[src/card_access_table_core_defines.svh]
// Assertion macros for the card access table core.
// Each macro expands to a concurrent assertion in simulation and to nothing in synthesis.
`ifndef CARD_ACCESS_TABLE_CORE_DEFINES_SVH
`define CARD_ACCESS_TABLE_CORE_DEFINES_SVH
`ifndef SYNTHESIS
`define CAT_ASSERT(lbl, prop, msg) \
  lbl: assert property (@(posedge clk) disable iff (rst) prop) else $error(msg);
`define CAT_ASSERT_ALWAYS(lbl, prop, msg) \
  lbl: assert property (@(posedge clk) prop) else $error(msg);
`else
`define CAT_ASSERT(lbl, prop, msg)
`define CAT_ASSERT_ALWAYS(lbl, prop, msg)
`endif
`endif

[src/cat_pkg.sv]
`default_nettype none
package cat_pkg;

  localparam int TABLE_ENTRIES = 32;
  localparam int ID_BITS       = 32;
  localparam int IDX_BITS      = $clog2(TABLE_ENTRIES);

  localparam logic [63:0]          SEED_ID  = 64'h0000_0000_99c8_a16d;
  localparam logic [IDX_BITS-1:0]  LAST_IDX = IDX_BITS'(TABLE_ENTRIES - 1);

  localparam logic [2:0] OP_AUTH      = 3'd0;
  localparam logic [2:0] OP_ADD_ADMIN = 3'd1;
  localparam logic [2:0] OP_ADD_ID    = 3'd2;
  localparam logic [2:0] OP_BLOCK     = 3'd3;
  localparam logic [2:0] OP_UNBLOCK   = 3'd4;
  localparam logic [2:0] OP_REMOVE    = 3'd5;

  typedef enum logic [1:0] {
    CLS_ABSENT  = 2'd0,
    CLS_USER    = 2'd1,
    CLS_ADMIN   = 2'd2,
    CLS_BLOCKED = 2'd3
  } cls_t;

  typedef struct packed {
    logic [2:0]  operation;
    logic [31:0] card_id;
  } in_t;

  typedef struct packed {
    logic [1:0] reply;
    logic [1:0] class_after;
  } out_t;

  typedef struct packed {
    logic [ID_BITS-1:0] id;
    cls_t               cls;
  } entry_t;

  typedef struct packed {
    logic               start;
    logic [ID_BITS-1:0] key;
  } scan_req_t;

  typedef struct packed {
    logic                ready;
    logic                done;
    logic                hit;
    logic [IDX_BITS-1:0] hit_idx;
    cls_t                hit_cls;
    logic                free;
    logic [IDX_BITS-1:0] free_idx;
  } scan_res_t;

  typedef struct packed {
    logic                we;
    logic [IDX_BITS-1:0] idx;
    entry_t              entry;
  } wr_cmd_t;

endpackage
`default_nettype wire

[src/cat_scan.sv]
`default_nettype none
module cat_scan
  import cat_pkg::*;
(
  input  wire logic      clk,
  input  wire logic      rst,
  input  wire scan_req_t sreq,
  input  wire wr_cmd_t   wr,
  output scan_res_t      sres
);

  typedef enum logic [1:0] {
    S_CLEAR,
    S_IDLE,
    S_READ
  } state_t;

  entry_t mem [TABLE_ENTRIES];

  state_t              state;
  logic [IDX_BITS-1:0] addr;
  logic                data_vld;
  logic [IDX_BITS-1:0] data_idx;
  entry_t              rdata;
  logic                hit;
  logic [IDX_BITS-1:0] hit_idx;
  cls_t                hit_cls;
  logic                free;
  logic [IDX_BITS-1:0] free_idx;
  logic                done;

  logic                mem_we;
  logic [IDX_BITS-1:0] mem_waddr;
  entry_t              mem_wdata;
  logic                is_match;
  logic                is_free;

  // The clearing pass owns the write port until the table is seeded.
  always_comb begin
    if (state == S_CLEAR) begin
      mem_we    = 1'b1;
      mem_waddr = addr;
      if (addr == '0) begin
        mem_wdata = '{id: SEED_ID[ID_BITS-1:0], cls: CLS_ADMIN};
      end else begin
        mem_wdata = '{id: '0, cls: CLS_ABSENT};
      end
    end else begin
      mem_we    = wr.we;
      mem_waddr = wr.idx;
      mem_wdata = wr.entry;
    end
  end

  always_ff @(posedge clk) begin
    if (mem_we) begin
      mem[mem_waddr] <= mem_wdata;
    end
    rdata <= mem[addr];
  end

  // Shared compare unit: one stored entry against the key each cycle.
  assign is_free  = (rdata.cls == CLS_ABSENT);
  assign is_match = !is_free && (rdata.id == sreq.key);

  always_ff @(posedge clk) begin
    if (rst) begin
      state    <= S_CLEAR;
      addr     <= '0;
      data_vld <= 1'b0;
      hit      <= 1'b0;
      free     <= 1'b0;
      done     <= 1'b0;
    end else begin
      data_vld <= (state == S_READ);
      data_idx <= addr;
      done     <= data_vld && (data_idx == LAST_IDX);
      unique case (state)
        S_CLEAR: begin
          if (addr == LAST_IDX) begin
            addr  <= '0;
            state <= S_IDLE;
          end else begin
            addr <= addr + IDX_BITS'(1);
          end
        end
        S_IDLE: begin
          addr <= '0;
          if (sreq.start) begin
            hit   <= 1'b0;
            free  <= 1'b0;
            state <= S_READ;
          end
        end
        S_READ: begin
          if (addr == LAST_IDX) begin
            addr  <= '0;
            state <= S_IDLE;
          end else begin
            addr <= addr + IDX_BITS'(1);
          end
        end
        default: state <= S_CLEAR;
      endcase
      if (data_vld) begin
        if (is_match && !hit) begin
          hit     <= 1'b1;
          hit_idx <= data_idx;
          hit_cls <= rdata.cls;
        end
        if (is_free && !free) begin
          free     <= 1'b1;
          free_idx <= data_idx;
        end
      end
    end
  end

  assign sres.ready    = (state == S_IDLE);
  assign sres.done     = done;
  assign sres.hit      = hit;
  assign sres.hit_idx  = hit_idx;
  assign sres.hit_cls  = hit_cls;
  assign sres.free     = free;
  assign sres.free_idx = free_idx;

endmodule
`default_nettype wire

[src/card_access_table_core.sv]
// Card access table core.
// Requests arrive on the req channel (req_valid, req_ready, req) as one word holding an
// operation code and a 32-bit card ID. Every request produces exactly one word on the rsp
// channel (rsp_valid, rsp_ready, rsp): a per-operation reply code and the class the card
// holds after the operation (absent, user, admin or blocked).
// A request is handled by scanning the whole table through one compare unit, one slot per
// cycle, from slot 0 upward. The scan records the lowest occupied slot holding the ID and the
// lowest free slot; a single write then updates the table. req_ready is low while a request
// is in flight, so only one request is in flight at a time.
// After reset the core runs a clearing pass that seeds slot 0 with the built-in admin card
// and marks all other slots absent; req_ready stays low during it.
// The response sits in an output register. The core can take the next request while the
// previous response waits; if that response is still not taken when the next one is ready,
// the core holds the new result and stays busy until rsp_ready frees the register.
`default_nettype none
`include "card_access_table_core_defines.svh"
module card_access_table_core
  import cat_pkg::*;
(
  input  wire logic clk,
  input  wire logic rst,
  input  wire logic req_valid,
  output logic      req_ready,
  input  wire in_t  req,
  output logic      rsp_valid,
  input  wire logic rsp_ready,
  output out_t      rsp
);

  // Reply codes per operation.
  localparam logic [1:0] AUTH_ADMIN      = 2'd0;
  localparam logic [1:0] AUTH_USER       = 2'd1;
  localparam logic [1:0] AUTH_DENY       = 2'd2;
  localparam logic [1:0] ADM_BLOCKED     = 2'd0;
  localparam logic [1:0] ADM_ALREADY     = 2'd1;
  localparam logic [1:0] ADM_ABSENT      = 2'd2;
  localparam logic [1:0] ADM_PROMOTED    = 2'd3;
  localparam logic [1:0] ADD_BLOCKED     = 2'd0;
  localparam logic [1:0] ADD_PRESENT     = 2'd1;
  localparam logic [1:0] ADD_DONE        = 2'd2;
  localparam logic [1:0] ADD_FULL        = 2'd3;
  localparam logic [1:0] BLK_ALREADY     = 2'd0;
  localparam logic [1:0] BLK_ABSENT      = 2'd1;
  localparam logic [1:0] BLK_DONE        = 2'd2;
  localparam logic [1:0] UNB_NOT_BLOCKED = 2'd0;
  localparam logic [1:0] UNB_DONE        = 2'd1;
  localparam logic [1:0] REM_BLOCKED     = 2'd0;
  localparam logic [1:0] REM_ABSENT      = 2'd1;
  localparam logic [1:0] REM_DONE        = 2'd2;
  localparam logic [1:0] RPL_NONE        = 2'd0;

  typedef enum logic [1:0] {
    ST_IDLE,
    ST_SCAN,
    ST_RESP
  } state_t;

  state_t    state;
  in_t       req_q;
  scan_req_t sreq;
  scan_res_t sres;
  wr_cmd_t   wr;

  logic [ID_BITS+31:0] id_ext;
  logic [ID_BITS-1:0]  key;
  logic                req_fire;
  logic                rsp_load;
  logic                scan_started;
  cls_t                cls_now;
  cls_t                cls_after;
  logic [1:0]          reply;
  logic                upd;
  logic [IDX_BITS-1:0] upd_idx;

  // The card ID is zero-extended and its low ID_BITS form the key; all 32 bits take part.
  assign id_ext = {{ID_BITS{1'b0}}, req_q.card_id};
  assign key    = id_ext[ID_BITS-1:0];

  assign req_ready = (state == ST_IDLE) && sres.ready;
  assign req_fire  = req_valid && req_ready;
  assign rsp_load  = (state == ST_RESP) && (!rsp_valid || rsp_ready);

  assign sreq.start = (state == ST_SCAN) && sres.ready && !sres.done && !scan_started;
  assign sreq.key   = key;

  cat_scan u_scan (
    .clk  (clk),
    .rst  (rst),
    .sreq (sreq),
    .wr   (wr),
    .sres (sres)
  );

  // Decide the reply and the table update from the scan result.
  always_comb begin
    cls_now   = sres.hit ? sres.hit_cls : CLS_ABSENT;
    cls_after = cls_now;
    reply     = RPL_NONE;
    upd       = 1'b0;
    upd_idx   = sres.hit_idx;
    case (req_q.operation)
      OP_AUTH: begin
        if (cls_now == CLS_ADMIN) begin
          reply = AUTH_ADMIN;
        end else if (cls_now == CLS_USER) begin
          reply = AUTH_USER;
        end else begin
          reply = AUTH_DENY;
        end
      end
      OP_ADD_ADMIN: begin
        if (cls_now == CLS_BLOCKED) begin
          reply = ADM_BLOCKED;
        end else if (cls_now == CLS_ADMIN) begin
          reply = ADM_ALREADY;
        end else if (cls_now == CLS_ABSENT) begin
          reply = ADM_ABSENT;
        end else begin
          reply     = ADM_PROMOTED;
          cls_after = CLS_ADMIN;
          upd       = 1'b1;
        end
      end
      OP_ADD_ID: begin
        if (cls_now == CLS_BLOCKED) begin
          reply = ADD_BLOCKED;
        end else if (cls_now != CLS_ABSENT) begin
          reply = ADD_PRESENT;
        end else if (sres.free) begin
          reply     = ADD_DONE;
          cls_after = CLS_USER;
          upd       = 1'b1;
          upd_idx   = sres.free_idx;
        end else begin
          reply = ADD_FULL;
        end
      end
      OP_BLOCK: begin
        if (cls_now == CLS_BLOCKED) begin
          reply = BLK_ALREADY;
        end else if (cls_now == CLS_ABSENT) begin
          reply = BLK_ABSENT;
        end else begin
          reply     = BLK_DONE;
          cls_after = CLS_BLOCKED;
          upd       = 1'b1;
        end
      end
      OP_UNBLOCK: begin
        if (cls_now != CLS_BLOCKED) begin
          reply = UNB_NOT_BLOCKED;
        end else begin
          reply     = UNB_DONE;
          cls_after = CLS_USER;
          upd       = 1'b1;
        end
      end
      OP_REMOVE: begin
        if (cls_now == CLS_BLOCKED) begin
          reply = REM_BLOCKED;
        end else if (cls_now == CLS_ABSENT) begin
          reply = REM_ABSENT;
        end else begin
          reply     = REM_DONE;
          cls_after = CLS_ABSENT;
          upd       = 1'b1;
        end
      end
      default: begin
        reply = RPL_NONE;
      end
    endcase
  end

  // The write carries the key as the stored ID; on a hit it equals the stored one.
  assign wr.we           = rsp_load && upd;
  assign wr.idx          = upd_idx;
  assign wr.entry.id     = key;
  assign wr.entry.cls    = cls_after;

  always_ff @(posedge clk) begin
    if (rst) begin
      state        <= ST_IDLE;
      rsp_valid    <= 1'b0;
      scan_started <= 1'b0;
    end else begin
      if (rsp_valid && rsp_ready && !rsp_load) begin
        rsp_valid <= 1'b0;
      end
      unique case (state)
        ST_IDLE: begin
          if (req_fire) begin
            req_q        <= req;
            scan_started <= 1'b0;
            state        <= ST_SCAN;
          end
        end
        ST_SCAN: begin
          if (sreq.start) begin
            scan_started <= 1'b1;
          end
          if (sres.done) begin
            state <= ST_RESP;
          end
        end
        ST_RESP: begin
          if (rsp_load) begin
            rsp.reply       <= reply;
            rsp.class_after <= cls_after;
            rsp_valid       <= 1'b1;
            state           <= ST_IDLE;
          end
        end
        default: state <= ST_IDLE;
      endcase
    end
  end

  `CAT_ASSERT(a_busy_after_accept, req_fire |=> !req_ready, "request accepted while busy")
  `CAT_ASSERT(a_done_in_scan, sres.done |-> (state == ST_SCAN), "scan done outside scan")
  `CAT_ASSERT(a_write_has_slot, wr.we |-> (sres.hit || sres.free), "table write without slot")
  `CAT_ASSERT_ALWAYS(a_no_rsp_after_rst, $past(rst) |-> !rsp_valid, "response after reset")

endmodule
`default_nettype wire
[config.mk]
export PLATFORM = sky130hd
export DESIGN_NAME = card_access_table_core
export DESIGN_NICKNAME = d
export VERILOG_FILES = /design/src/cat_pkg.sv /design/src/cat_scan.sv /design/src/card_access_table_core.sv
export VERILOG_INCLUDE_DIRS = /design/src /design/src/src
export SDC_FILE = /design/constraint.sdc
export NUM_CORES = 1
export LEC_CHECK = 0
export BUFFER_PORTS_ARGS = -buffer_cell sky130_fd_sc_hd__buf_4
export CORE_MARGIN = 5
export CORE_UTILIZATION = 61
export DETAILED_ROUTE_END_ITERATION = 16
export HOLD_SLACK_MARGIN = 0.15
export MAX_ROUTING_LAYER = met4
export PLACE_DENSITY = 0.89
export SYNTH_ARGS = -nofsm -noshare
export SYNTH_HDL_FRONTEND = slang
export SYNTH_SLANG_ARGS = --single-unit
[constraint.sdc]
create_clock -name clk -period 4.3 [get_ports clk]
set_input_delay 0.645 -clock clk [delete_from_list [all_inputs] [get_ports clk]]
set_output_delay 0.645 -clock clk [all_outputs]
set_load 0.02 [all_outputs]
Word level (Yosys, flattened, before mapping) --
Memories as Yosys holds them, arrays and structs flattened. A register that Yosys moved wholly into a read port is not among the register bits. Index checks and enable logic that the tools add are counted.
Word-level totals: bits in writable memories 1088, bits in latches 0, output and inout bits 6, bits in read-only memories 0, logic and storage cells 148, input port bits 39, register bits 71, memories 1
Memory list:
- u_scan.mem | depth 32, width 34, read ports 1, clocked after Yosys merged registers in 1, wr ports 1, line cat_scan.sv:18 | entry_t mem [TABLE_ENTRIES];
Cells by class: order comparisons 0, bitwise logic cells 1, eq/ne operators 22, reduce and logical (&&, ||, !) cells 39, div/mod/pow operators 0, mux-type cells 67, shifts and indexed selects 0, $add $sub $neg 1, multiply operators 0
Operators with widths (number):
- 2-to-1 mux 34 bit | 2
- 2-to-1 mux 2 bit | 25
- == test 32 bit | 1
- 2-to-1 mux 5 bit | 6
- 2-to-1 mux 1 bit | 27
- one-hot mux 2 bit (5 select lines) | 2
- AND reduction 3 bit | 6
- logical AND 1 bit | 13
- == test 5 bit (second input constant) | 2
- != test 2 bit (second input constant) | 5
- one-hot mux 5 bit (2 select lines) | 1
- == test 2 bit (second input constant) | 4
- logical NOT 2 bit | 4
- logical NOT 1 bit | 7
- == test 2 x 1 -> 1 bit (second input constant) | 3
- == test 3 x 2 -> 1 bit (second input constant) | 2
- == test 3 bit (second input constant) | 2
- one-hot mux 2 bit (3 select lines) | 1
- nonzero test 2 bit | 3
- adder 5 x 1 -> 5 bit (second input constant) | 1
- logical NOT 5 bit | 1
- != test 2 x 1 -> 1 bit (second input constant) | 2
- one-hot mux 1 bit (4 select lines) | 1
- one-hot mux 2 bit (2 select lines) | 1
- other kinds (7) | 8

Longest topological paths before layout --
word-level depth 10, gate-level depth with buffers 9, depth with buffers taken out 8

By module --
A second synthesis with hierarchy kept.
Unflattened totals: cells, all modules 2157, area total of the unflattened synthesis 45982.9 sq um
Modules (own cells, without submodules):
- cat_scan | times used 1, area each 44112.3 sq um, seq. area each 34082.7 sq um, cells each 2027
- card_access_table_core | times used 1, area each 1870.5 sq um, seq. area each 1251.2 sq um, cells each 130

Least setup slack after synthesis --
No wires, ideal clock.
kind register to register, start register u_scan.hit, end memory u_scan.mem[19][0] in the netlist's numbering, enable pin, required time 3.875 ns, stages on the path, launching flop included 10, path buffers 1, arrival time 3.182 ns, library setup time 0.425 ns, clock period less this slack 3.607 ns, setup slack 0.693 ns, cell sequence dfxtp_1 -> and2_1 -> inv_1 -> ha_1 -> and3b_1 -> buf_2 -> a31oi_1 -> a22o_1 -> nand3_1 -> nor2_1
On the way: cells in the longest elaborated chain, start to end 10, elaborated cells between the ends (all ways) 22, those cells by class 3 x eq/ne; 16 x mux; 3 x reduce/logical
Ends and longest elaborated chain:
- from (decl) | line cat_scan.sv:25 | logic hit;
- from (signal assigned) | line cat_scan.sv:71 | hit <= 1'b0;
- from (signal assigned) | line cat_scan.sv:90 | hit <= 1'b0;
- from (signal assigned) | line cat_scan.sv:107 | hit <= 1'b1;
- 2-to-1 mux 2 bit (*) | line card_access_table_core.sv:96 | cls_now = sres.hit ? sres.hit_cls : CLS_ABSENT;
- logical NOT 2 bit | line card_access_table_core.sv:116, card_access_table_core.sv:141, card_access_table_core.sv:161
- 2-to-1 mux 1 bit | line card_access_table_core.sv:116, card_access_table_core.sv:141, card_access_table_core.sv:161
- 2-to-1 mux 1 bit | line card_access_table_core.sv:114 | end else if (cls_now == CLS_ADMIN) begin
- 2-to-1 mux 1 bit | line card_access_table_core.sv:112 | if (cls_now == CLS_BLOCKED) begin
- one-hot mux 1 bit (4 select lines) | line card_access_table_core.sv:101 | case (req_q.operation)
- logical AND 1 bit | line card_access_table_core.sv:176 | assign wr.we = rsp_load && upd;
- 2-to-1 mux 1 bit | line cat_scan.sv:40 | if (state == S_CLEAR) begin
- 2-to-1 mux 1 bit | line cat_scan.sv:56 | if (mem_we) begin
- 2-to-1 mux 1 bit (implied by the code) | line cat_scan.sv:57 | mem[mem_waddr] <= mem_wdata;
- to (decl) | line cat_scan.sv:18
Mark *: on every way between the ends. The rest lies on a longest branch, timed or not.

Worst setup path in the final report --
start register u_scan.hit, end memory u_scan.mem[10][23] in the netlist's numbering, enable pin
The elaborated chain is that of the path after synthesis.

==> metrics.md <==
| Metric | Value |
|---|---|
| HP Class | input pin to register |
| Post-CTS sizing | 0 |
| Switching Fraction | 23.1% |
| Detailed Route WL | 135000 µm |
| Initial DRC count | 5361 |
| Mapped cell area | 45900 µm² |
| H-tree depth | 3 |
| Drt pass-1 iters | 8 |
| CTS sink count | 1193 |
| Buf+Inv Stages, Crit Path | 2 |
| Die area | 80900 µm² |
| Clock power frac | between 30% and 40% |
| Largest net degree at the start of global routing | approximately 110 |
| Vias | 25500 |
| Routability congestion estimate from global placement | 0.941 |
| Power per cell area | between 400 and 500 nW/µm² |
| Slowest stage cell, crit path | nor2_4 |
| CP Capture Type | register |
| Max-slew violations | 0 |
| Initial antenna violation count | 6 |
| Rows | 100 |
| Buffers on Ports | 44 |
| Combinational Power Share | 7.8% |
| Routed WL per cell | 40.8 µm |
| TritonCTS clock tree | built |
| Int Power | 0.0193 W |
| Highest Clock Rate | 0.244 GHz |
| Status | complete, no violations |
| Count leader, synth | edfxtp_1 |
| Min Tclk post-route | between 4 and 5 ns |
| Clk_lat worst skew | 0.71 ns |
| Clk_skew | roughly 0.046 ns |
| Synth top cells by count | 1144 x edfxtp_1, 211 x mux4_2, 84 x nand2_1, 71 x a22oi_1, 61 x mux4_1 |
| Nets | 2294 |
| CTS Root Cell | clkbuf_16 |
| Top Ports | 45 |
| Crit share post-route | 95.1% |
| Die outline width | around 280 µm |
| Fin. Hold Viols | 0 |
| CTS clk-pin slew, worst paths | 0.08 ns |
| RSZ-0062 raised after global routing | false |
| Setup TNS | 0 ns |
| Setup crit start kind | register |
| GRT Residual Overflow | 0 |
| Worst EP required | 4.67 ns |
| CTS buffer count | 110 |
| Lkg Pwr | 16.6 nW |
| CTS Buffer Depth | 3 |
| Post-synthesis cell count | around 2100 |
| Post-Syn Area per Cell | 22.0 µm² |
| Top cell type by total area after synthesis | edfxtp_1 |
| Syn Nets | about 2100 |
| FFs w/ async S/R, synth | 0% |
| CP delay by family, top | simple AND/OR/NAND/NOR gates |
| Cell Chain, Critical Path | and2_1 -> inv_1 -> ha_1 -> and3b_1 -> a31oi_1 -> a21oi_1 -> nand3_2 -> nor2_4 -> buf_4 |
| Chip height | 284 µm |
| Synth cell types | 60 |
| Setup violators final | 0 |
| Vias in the first global route | 24700 |
| Global Route Usage Sum | 34.0% |
| DR vias/cell | 7.69 |
| CP Max Fanout | 17 |
| Peak supply drop | 0.000534 V |
| Dominant synthesized flop cell | edfxtp_1 |
| Max_slew headroom | a little under a fifth |
| Post-layout util | 69.4% |
| Core ar. | 74600 µm² |
| Kind of critical path | register to register |
| Flop pwr share | 52.4% |
| Sequential share of the synthesized area | 76.9% |
| DP Wirelength | 72200 µm |
| Yosys reg bits | 1193 |
| Layout cells sized above 1 | 24.6% |
| Switching pwr | around 0.0058 W |
| First-pass GRT wire length | about 190000 µm |
| Routed Antenna Nets | 0 |
| Worst-margin pin slew | about 1.2 ns |
| CP max stage delay | just over 0.8 ns |
| Synth area leaders | edfxtp_1 75%, mux4_2 10%, mux4_1 3.5% |
| Max cap viols | 0 |
| Starting Density | 61.6% |
| Post-synth EDFFs | 1144 |
| Top cell type's share of synthesized area | 74.8% |
| CP arrival | 4.46 ns |
| Ys Warns | 0 |
| Layout area overhead | 12.6% |
| Post-route DRC | 0 |
-- cell families after synthesis --
kind of cell,count (synthesis),share of synthesized area (%)
adders and majority gates,10,0.272
DFF,1193,76.9
and+or+nand+nor,216,2.27
AOI/OAI and AO/OA,208,3.38
buffers and inverters,124,1.92
xor gates and xnor gates,30,0.572
muxes,309,14.6
-- worst reg2reg max path, delay by kind of cell, from the launching register on --
kind,cells,cell delay (ns)
AOI/OAI and AO/OA,2,0.59
adders and majority gates,1,0.30
buffers and inverters,2,0.51
DFF,1,0.37
and+or+nand+nor,4,2.01
-- routing by layer --
| metal | GRT usage, % | part of all wire [%] |
|---|---|---|
| met1 | 42.9 | 30 |
| met2 | 52.0 | 47 |
| met3 | 8.51 | 15 |
| met4 | 17.6 | 8.0 |
| met5 | - | 0 |
-- cells in the final DEF, fill, tap and decap left out, types with 27 or more instances in the layout --
cell type      synthesis  routed
a22oi_1               71      71
a31oi_1               41      41
a32o_1                34      34
buf_4                 10     112
clkbuf_1              37      32
clkbuf_16              0     115
dfxtp_1               49      45
dlygate4sd3_1          0      27
edfxtp_1            1144    1144
mux2i_1               35      35
mux4_1                61      61
mux4_2               211     211
nand2_1               84      84
nor2_4                 0      36
-- power groups by stage --
stage,clock network [W],logic [W],registers (W)
floorplan,0,0.00110,0.0133
global placement,0,0.00169,0.0133
detailed placement,0,0.00177,0.0134
CTS,0.00991,0.00187,0.0131
global route,0.0105,0.00197,0.0131
finish,0.00997,0.00196,0.0131
-- worst paths after layout --
kind	end	from	slack, ns	cells past startpoint
worst min-delay path	key[13]	req[13]	0.16	1
worst max-delay path	u_scan.mem[10][23]	u_scan.hit	0.21	9
worst min register to register	scan_started	scan_started	0.47	2
worst max register to register	u_scan.mem[10][23]	u_scan.hit	0.21	9
-- final cells by class --
| class | count | area [µm²] |
|---|---|---|
| multi-input cells | 773 | 10000 |
| fillers | 3952 | 22800 |
| clock inverters | 37 | 360 |
| repair buffers | 157 | 1470 |
| well taps | 969 | 1210 |
| diodes | 7 | 17.5 |
| inverters | 10 | 40.0 |
| flip-flops and latches | 1193 | 35300 |
| clock buffers | 168 | 3290 |
-- sequential cells by signal, indices dropped and copies added (netlist names), 2 cells and up --
signal	cells
rsp	4
state	2
req_q	3
u_scan.rdata	34
u_scan.free_idx	5
u_scan.mem	1088
u_scan.state	2
u_scan.hit_idx	5
u_scan.addr	5
u_scan.data_idx	5
key	32
u_scan.hit_cls	2
-- timing repair --
item	4_1_cts	5_1_grt
hold buffers	26	1
setup buffers	0	0
hold endpoints to repair	26	1
-- metrics by stage --
step	cell area, µm²	hold WS, ns	worst slack, ns	instances	power [W]
2_1_floorplan	45900	0.429	0.693	2090	0.0144
3_3_place_gp	47800	0.442	0.814	3075	0.0150
3_5_place_dp	47800	0.462	0.572	3075	0.0151
4_1_cts	51700	0.151	0.382	3306	0.0249
5_1_grt	51700	0.149	0.144	3312	0.0256
6_report	51700	0.155	0.210	3314	0.0251
(Power assumes the default switching activity.)
